### config.mk
export PLATFORM = sky130hd
export DESIGN_NAME = elp_ctrl
export DESIGN_NICKNAME = d
export VERILOG_FILES = /design/src/rtl/core/elp_pkg.sv /design/src/rtl/core/elp_ctrl.sv
export SDC_FILE = /design/constraint.sdc
export NUM_CORES = 1
export LEC_CHECK = 0
export ABC_AREA = 1
export BUFFER_PORTS_ARGS = -buffer_cell sky130_fd_sc_hd__buf_2
export CORE_ASPECT_RATIO = 0.7
export CORE_MARGIN = 1
export CORE_UTILIZATION = 56
export CTS_BUF_LIST = sky130_fd_sc_hd__clkbuf_4 sky130_fd_sc_hd__clkbuf_8
export CTS_CLUSTER_SIZE = 25
export DETAILED_ROUTE_END_ITERATION = 8
export PLACE_DENSITY = 0.9
export SLEW_MARGIN = 5
export SYNTH_ARGS = -nofsm -noshare
export SYNTH_HDL_FRONTEND = slang
export SYNTH_SLANG_ARGS = --single-unit
### constraint.sdc
create_clock -name clk -period 1.4 [get_ports clk]
set_input_delay 0.14 -clock clk [delete_from_list [all_inputs] [get_ports clk]]
set_output_delay 0.14 -clock clk [all_outputs]
set_load 0.005 [all_outputs]
### src/rtl/core/elp_pkg.sv
// Shared types, constants and the exponential table for the EIF neuron update unit.
package elp_pkg;

    localparam int SUBSTEPS       = 10;
    localparam int EXP_TABLE_BITS = 10;
    localparam int EXP_TABLE_SIZE = 1 << EXP_TABLE_BITS;

    // divider geometry: quotient of a 63-bit magnitude by slope << (30 - B)
    localparam int DEN_SHIFT = 30 - EXP_TABLE_BITS;
    localparam int DEN_W     = 31 + DEN_SHIFT;
    localparam int QUOT_BITS = 34 + EXP_TABLE_BITS;
    localparam int Q_W       = QUOT_BITS + 1;
    localparam int K_W       = Q_W - EXP_TABLE_BITS;
    localparam int DIV_CNT_W = $clog2(QUOT_BITS);
    localparam int SUB_CNT_W = $clog2(SUBSTEPS + 1);

    localparam logic [63:0] ONE_Q30   = 64'd1073741824;
    localparam logic [63:0] LN2_Q30   = 64'd744261118;
    localparam logic [30:0] LOG2E_Q30 = 31'd1549082005;
    localparam logic [61:0] EXP_CAP   = 62'h2000_0000_0000_0000;
    localparam logic [62:0] DV_CAP    = 63'h2_0000_0000;

    localparam logic [31:0] EXC_DECAY_RST   = 32'd42949673;
    localparam logic [31:0] INH_DECAY_RST   = 32'd42949673;
    localparam logic [31:0] V_GAIN_RST      = 32'd42949673;
    localparam logic [31:0] V_RESET_RST     = 32'hF70A_3D71;
    localparam logic [31:0] V_RHEOBASE_RST  = 32'hF999_999A;
    localparam logic [31:0] V_THRESHOLD_RST = 32'd0;
    localparam logic [30:0] SLOPE_RST       = 31'd4294967;
    localparam logic [35:0] RESISTANCE_RST  = 36'd100000000;

    localparam logic [2:0] REG_EXC_DECAY   = 3'd0;
    localparam logic [2:0] REG_INH_DECAY   = 3'd1;
    localparam logic [2:0] REG_V_GAIN      = 3'd2;
    localparam logic [2:0] REG_V_RESET     = 3'd3;
    localparam logic [2:0] REG_V_RHEOBASE  = 3'd4;
    localparam logic [2:0] REG_V_THRESHOLD = 3'd5;
    localparam logic [2:0] REG_SLOPE       = 3'd6;
    localparam logic [2:0] REG_RESISTANCE  = 3'd7;

    typedef logic [31:0] exp_table_t [EXP_TABLE_SIZE];

    typedef enum logic [3:0] {
        ST_IDLE,
        ST_PREP,
        ST_SETUP,
        ST_DIV,
        ST_QUOT,
        ST_ROM,
        ST_EXPMUL,
        ST_EXPSH,
        ST_SUM,
        ST_GAIN,
        ST_DV,
        ST_UPD,
        ST_DONE
    } state_t;

    typedef struct packed {
        logic load;
        logic tick;
        logic prep;
        logic setup;
        logic div_step;
        logic quot;
        logic rom;
        logic expmul;
        logic expsh;
        logic sum;
        logic gain;
        logic dv;
        logic upd;
        logic finish;
    } cmd_t;

    // 2^(i/2^B) in Q2.30 from a twelfth-order Taylor series, evaluated at elaboration
    function automatic exp_table_t exp_table_init();
        exp_table_t tab;
        logic [63:0] f;
        logic [63:0] t;
        logic [63:0] acc;
        for (int i = 0; i < EXP_TABLE_SIZE; i++)
        begin
            f = 64'(i) << DEN_SHIFT;
            t = (f * LN2_Q30) >> 30;
            acc = ONE_Q30;
            for (int n = 12; n >= 1; n--)
            begin
                acc = ONE_Q30 + ((acc * t) >> 30) / 64'(n);
            end
            tab[i] = acc[31:0];
        end
        return tab;
    endfunction

endpackage

### src/rtl/core/elp_ctrl.sv
// Sequencer for the neuron update: handshakes, substep and divider counters.
module elp_ctrl (
    input  logic          clk,
    input  logic          rst_n,
    input  logic          in_valid,
    input  logic          operation,
    output logic          in_ready,
    input  logic          out_ready,
    output logic          out_valid,
    output elp_pkg::cmd_t cmd
);

    elp_pkg::state_t state_reg, state_next;
    logic [elp_pkg::DIV_CNT_W-1:0] div_cnt_reg, div_cnt_next;
    logic [elp_pkg::SUB_CNT_W-1:0] sub_cnt_reg, sub_cnt_next;
    logic out_valid_reg, out_valid_next;
    logic accept;

    always_ff @(posedge clk or negedge rst_n)
    begin
        if (!rst_n)
        begin
            state_reg     <= elp_pkg::ST_IDLE;
            div_cnt_reg   <= '0;
            sub_cnt_reg   <= '0;
            out_valid_reg <= 1'b0;
        end
        else
        begin
            state_reg     <= state_next;
            div_cnt_reg   <= div_cnt_next;
            sub_cnt_reg   <= sub_cnt_next;
            out_valid_reg <= out_valid_next;
        end
    end

    assign in_ready  = (state_reg == elp_pkg::ST_IDLE);
    assign out_valid = out_valid_reg;
    assign accept    = in_valid && in_ready;

    always_comb
    begin
        state_next     = state_reg;
        div_cnt_next   = div_cnt_reg;
        sub_cnt_next   = sub_cnt_reg;
        out_valid_next = out_valid_reg && !out_ready;
        cmd            = '0;
        case (state_reg)
            elp_pkg::ST_IDLE:
            begin
                if (accept)
                begin
                    cmd.load     = operation;
                    cmd.tick     = !operation;
                    sub_cnt_next = '0;
                    state_next   = operation ? elp_pkg::ST_DONE : elp_pkg::ST_PREP;
                end
            end
            elp_pkg::ST_PREP:
            begin
                cmd.prep   = 1'b1;
                state_next = elp_pkg::ST_SETUP;
            end
            elp_pkg::ST_SETUP:
            begin
                cmd.setup    = 1'b1;
                div_cnt_next = '0;
                state_next   = elp_pkg::ST_DIV;
            end
            elp_pkg::ST_DIV:
            begin
                cmd.div_step = 1'b1;
                if (div_cnt_reg == elp_pkg::DIV_CNT_W'(elp_pkg::QUOT_BITS - 1))
                begin
                    state_next = elp_pkg::ST_QUOT;
                end
                else
                begin
                    div_cnt_next = div_cnt_reg + 1'b1;
                end
            end
            elp_pkg::ST_QUOT:
            begin
                cmd.quot   = 1'b1;
                state_next = elp_pkg::ST_ROM;
            end
            elp_pkg::ST_ROM:
            begin
                cmd.rom    = 1'b1;
                state_next = elp_pkg::ST_EXPMUL;
            end
            elp_pkg::ST_EXPMUL:
            begin
                cmd.expmul = 1'b1;
                state_next = elp_pkg::ST_EXPSH;
            end
            elp_pkg::ST_EXPSH:
            begin
                cmd.expsh  = 1'b1;
                state_next = elp_pkg::ST_SUM;
            end
            elp_pkg::ST_SUM:
            begin
                cmd.sum    = 1'b1;
                state_next = elp_pkg::ST_GAIN;
            end
            elp_pkg::ST_GAIN:
            begin
                cmd.gain   = 1'b1;
                state_next = elp_pkg::ST_DV;
            end
            elp_pkg::ST_DV:
            begin
                cmd.dv     = 1'b1;
                state_next = elp_pkg::ST_UPD;
            end
            elp_pkg::ST_UPD:
            begin
                cmd.upd = 1'b1;
                if (sub_cnt_reg == elp_pkg::SUB_CNT_W'(elp_pkg::SUBSTEPS - 1))
                begin
                    state_next = elp_pkg::ST_DONE;
                end
                else
                begin
                    sub_cnt_next = sub_cnt_reg + 1'b1;
                    state_next   = elp_pkg::ST_PREP;
                end
            end
            elp_pkg::ST_DONE:
            begin
                // hold until the output word has gone
                if (!out_valid_reg || out_ready)
                begin
                    cmd.finish     = 1'b1;
                    out_valid_next = 1'b1;
                    state_next     = elp_pkg::ST_IDLE;
                end
            end
            default:
            begin
                state_next = elp_pkg::ST_IDLE;
            end
        endcase
    end

endmodule

# Word level (Yosys, flattened, before mapping)
# Index checks and enable logic that the tools add are counted.
# word_totals
regBits	15
input_bits	5
out_inout_bits	16
word_cells	65
# op_classes
n_addsub	2
eq_ne	19
mux	28
reduce_logical	12
# op_table
operator	n
4-bit case mux with 13 select lines	1
4-bit two-way mux	7
4-bit == test, second input constant	6
4-bit by 3-bit == test with 1-bit output, second input constant	4
1-bit two-way mux	15
6-bit case mux with 2 select lines	1
4-bit by 2-bit == test with 1-bit output, second input constant	2
2-bit != test, second input constant	4
4-bit case mux with 2 select lines	1
6-bit by 1-bit adder with 6-bit output, second input constant	1
6-bit == test, second input constant	1
6-bit two-way mux	1
3-bit AND reduction	2
4-bit by 1-bit adder with 4-bit output, second input constant	1
4-bit by 1-bit == test with 1-bit output, second input constant	1
4-bit zero test	1
2-bit two-way mux	2
2-bit nonzero test	2
1-bit zero test	3
1-bit logical AND	2
2-bit by 1-bit != test with 1-bit output, second input constant	1
2-bit AND reduction	1
1-bit logical OR	1

# Depth between registers and ports, before layout
# depth
ltp_word	4
ltp_mapped	9
ltp_nobuf	9

# Worst setup path after synthesis
# Ideal clock, no wire load.
# synth_timing
path_kind	register to register
start	register div_cnt_reg[0] (netlist name)
end	register state_reg[2]
setup_time_ns	0.065
arrival_time_ns	1.201
required_time_ns	1.335
slack_ns	0.134
stages_incl_launch_ff	10
n_path_buf	0
period_less_slack_ns	1.266
cell_sequence	dfrtp_1 > ha_1 > nand2_1 > inv_1 > nand3_2 > nand2_4 > inv_2 > nor2_2 > nand2_1 > nand2_1
# synth_via
elab_chain_len	3
# synth_lines
element	line_no	source
start: declaration	elp_ctrl.sv:14	logic [elp_pkg::DIV_CNT_W-1:0] div_cnt_reg, div_cnt_next;
start signal: assignment	elp_ctrl.sv:31	div_cnt_reg <= div_cnt_next;
6-bit == test	elp_ctrl.sv:73	if (div_cnt_reg == elp_pkg::DIV_CNT_W'(elp_pkg::QUOT_BITS - 1))
2-bit != test (no line)	-	
3-bit AND reduction (no line)	-	
end signal: assignment	elp_ctrl.sv:23	state_reg <= elp_pkg::ST_IDLE;
end signal: assignment	elp_ctrl.sv:30	state_reg <= state_next;
end: declaration	elp_ctrl.sv:13	elp_pkg::state_t state_reg, state_next;
# No other way between the ends.
# A chain may end at the register's enable or synchronous reset.

==> results.cfg <==
[die]
placeableCoreArea_um2 = 1670
io-pin-count = 21
design.die.area_um2 = 2060
die_w_um = 53.8
start_util_pct = 63.1
dieHeight_um = 38.3
placementRows = 12

[placed_design]
routabilityCongestion = 0.873
port_buffers = 20
detailedPlacementHpwl_um = 1880
numPlacedInstances = 182

[synth]
synthArstFlopShare_pct = 100
synth_most_common_cell = sky130_fd_sc_hd__nand2_1
yosys-top-cells-area = sky130_fd_sc_hd__dfrtp_1 36%, sky130_fd_sc_hd__nand2_1 13%, sky130_fd_sc_hd__nor2_1 6.8%, sky130_fd_sc_hd__nand3_1 6.7%, sky130_fd_sc_hd__nand2_4 5.4%
synthDominantCellAreaShare_pct = 35.7
mappedNetlistNets = 148
synthesis.yosys.warnings = 0
synthFlopType = sky130_fd_sc_hd__dfrtp_1
synthCells = 140
syn_avg_cell_area_um2 = 7.52
cell_accounting_for_the_most_synthesized_area = sky130_fd_sc_hd__dfrtp_1
synth_enable_flop_cells = 0
netlist-cell-type-count = 26
synthesis.area_um2 = 1050
synth_top_cells_by_count = 37 x sky130_fd_sc_hd__nand2_1, 19 x sky130_fd_sc_hd__nor2_1, 15 x sky130_fd_sc_hd__dfrtp_1, 14 x sky130_fd_sc_hd__nand3_1, 12 x sky130_fd_sc_hd__inv_1
synth_seq_cells = 15
ys_seq_area_share_pct = 35.7

[grt]
busiest_layer = met2
global_route.usage.met1_pct = 35.9
overflow = 0
global_route.usage.met2_pct = 49.7
grt_max_degree = 16
number_of_antenna_violations_at_the_first_check_in_global_routing = 0
grt_pass1_wl_um = 4100
gr-usage-met3_pct = 6.35
track_usage_pct = 29.9
grt_pass1_vias = 967

[cells_and_area]
finish.cell_count_without_fillers = 206
n_antenna_cell = 0
layout.area.seq_um2 = 378
max_reg_flops = 6
nFillCells = 72
multi_input_area_um2 = 669
design.final.nets = 194
synth_to_final_area_change_pct = 40.2
drive_gt1_share_pct = 46.5

[critical_path]
cpLargestDelayFamily = flip-flops
path_buf_inv = 4
critical_path.max_fanout = 6
critPathArrivalTime_ps = 1380
cp-start-kind = flop
cpPeakStageDelay_ps = 390
regToRegStartpoint = state_reg[2]
cp_cell_sequence = buf_4 > nand2_4 > inv_2 > nand2_1 > inv_1 > buf_2
worst_ep_required_time_ps = 1260
timing.critical_path.slowest_stage_cell = sky130_fd_sc_hd__dfrtp_1
worstSetupStartpoint = state_reg[0]
crit_type = reg2out
crit_end_element = primary output

[pwr]
powerDensity_nw_per_um2 = 2060
pwr-share-seq_pct = 21.6
sw_frac_of_total_pct = 49.9
power.ir.vdd_worst_mv = 1.46
power.static_leakage_nw = 0.808
cell_internal_pwr_mw = 1.52
pwr-share-comb_pct = 69.6
total_switching_power_mw = 1.52
pwr-share-clk_pct = 8.8

[min_path]
hold_class = in2reg
min_from = out_ready

[clock_tree]
clkLatencyLatePin_ps = 290
clk_transition_reported_paths_ps = 90
ctsLongestPathBuffers = 2
cts_tree = built
htree_num_levels = 1
clock-root-buffer = sky130_fd_sc_hd__clkbuf_4
cts_sinks = 15
num_cts_buffers = 3

[routing]
ant_nets = 0
detailroute.via_count = 1293
postRouteWirelength_um = 4130
drt_pre_antenna_iters = 7
drt-wirelength-per-cell_um = 20.0
avgViaCountPerCell = 6.28
drc_errors = 0
detailedRoute.firstIterationViolations = 105

[timing]
final-max-slew-violation-count = 0
hold-worst-slack_ps = 61.9
worstMarginPinSlew_ps = 348
worst_slew_margin_rel_pct = 76.8
final_hold_viol_count = 0
period_share_pct = 108
clock-skew-final_ps = 12.5
grt_setup_unrepaired = true
fmaxAchievable_mhz = 658
min_period_ps = 1520
setup_ws_ps = -119
setup_violations = 17

[run_status]
run_status = finished, violations left
violations = negative setup slack

[job]
cap_viol_max_count = 0
-- logic make-up (layout without fill, tap and decap cells) --
logic type / after synthesis / count (layout) / synth area share [%]
XOR/XNOR: 3 / 3 / 2.50
AO/OA/AOI/OAI: 11 / 11 / 7.61
adder cells (fa/ha/maj): 3 / 3 / 3.57
flip-flops: 15 / 15 / 35.7
AND/OR/NAND/NOR: 89 / 89 / 43.9
buffers and inverters: 19 / 64 / 6.78
-- worst register-to-register path, stage by stage, from the launching register on --
cell	delay [ps]
sky130_fd_sc_hd__dfrtp_1	410
sky130_fd_sc_hd__inv_2	120
sky130_fd_sc_hd__nand2_4	90
sky130_fd_sc_hd__buf_12	130
sky130_fd_sc_hd__nor2_8	120
sky130_fd_sc_hd__buf_6	140
sky130_fd_sc_hd__nand2_4	70
sky130_fd_sc_hd__inv_2	70
sky130_fd_sc_hd__nor2_2	50
sky130_fd_sc_hd__nand2_1	80
sky130_fd_sc_hd__nand2_1	60
-- timing repair --
action,CTS,global route
buffers inserted,8,11
hold buffers,1,0
gates resized for setup,5,23
hold endpoints to repair,15,0
endpoints found under the setup margin,5,25
pin swaps,4,12
-- metal layers --
metal / vias to the layer above / part of all wire (%)
met5: - / 0
met1: 583 / 36
met4: 0 / 6.6
li1: 533 / -
met3: 43 / 14
met2: 134 / 43
-- per-stage QoR --
step	util, %	cell area, um2	setup WS (ps)	setup TNS (ps)	total power, mW
2_1_floorplan	-	1050	134	0	1.60
3_3_place_gp	71.2	1190	151	0	1.88
3_5_place_dp	71.2	1190	75.0	0	1.93
4_1_cts	77.9	1300	-40.5	-209	2.37
5_1_grt	88.5	1480	-161	-1450	3.15
6_report	88.5	1480	-119	-934	3.03
-- cell type report --
type | count | share of cell area (%)
sequential | 15 | 25.6
multi-input combinational | 106 | 45.4
timing repair buffer | 41 | 20.4
clock buffer | 4 | 2.04
tap | 21 | 1.78
inverter | 19 | 4.83
-- worst paths after layout --
kind	end	slack (ps)	cells after the start
worst max-delay path	cmd[5]	-120	6
worst min-delay path	out_valid	60	2
worst max register to register	state_reg[2]	-70	10
worst min register to register	div_cnt_reg[4]	530	1
max in group asynchronous	state_reg[1]	850	2
min in group asynchronous	sub_cnt_reg[3]	280	2
-- cell usage in the layout (no fill, tap or decap) --
cell,instances
sky130_fd_sc_hd__a21oi_1,1
sky130_fd_sc_hd__a21oi_2,1
sky130_fd_sc_hd__a21oi_4,1
sky130_fd_sc_hd__buf_12,1
sky130_fd_sc_hd__buf_2,18
sky130_fd_sc_hd__buf_4,15
sky130_fd_sc_hd__buf_6,6
sky130_fd_sc_hd__clkbuf_4,4
sky130_fd_sc_hd__dfrtp_1,13
sky130_fd_sc_hd__dfrtp_2,2
sky130_fd_sc_hd__dlygate4sd3_1,1
sky130_fd_sc_hd__ha_1,2
sky130_fd_sc_hd__ha_2,1
sky130_fd_sc_hd__inv_1,8
sky130_fd_sc_hd__inv_2,11
sky130_fd_sc_hd__nand2_1,35
sky130_fd_sc_hd__nand2_2,4
sky130_fd_sc_hd__nand2_4,6
sky130_fd_sc_hd__nand2_8,1
sky130_fd_sc_hd__nand3_1,14
sky130_fd_sc_hd__nand3_4,1
sky130_fd_sc_hd__nand3b_1,1
sky130_fd_sc_hd__nand4_1,1
sky130_fd_sc_hd__nor2_1,13
sky130_fd_sc_hd__nor2_2,6
sky130_fd_sc_hd__nor2_4,4
sky130_fd_sc_hd__nor2_8,2
sky130_fd_sc_hd__o211ai_1,1
sky130_fd_sc_hd__o21ai_0,2
sky130_fd_sc_hd__o21ai_1,2
sky130_fd_sc_hd__o21ai_2,1
sky130_fd_sc_hd__o21bai_1,1
sky130_fd_sc_hd__o22ai_1,1
sky130_fd_sc_hd__or2_2,1
sky130_fd_sc_hd__xor2_1,3
-- power groups by stage --
| stage | logic (mW) | registers, mW | clock network (mW) |
|---|---|---|---|
| global placement | 1.22 | 0.659 | 0 |
| floorplan | 0.941 | 0.662 | 0 |
| detailed placement | 1.26 | 0.666 | 0 |
| CTS | 1.45 | 0.641 | 0.273 |
| global route | 2.20 | 0.660 | 0.293 |
| finish | 2.11 | 0.656 | 0.266 |
No activity file was read; power rests on OpenSTA's default activity.
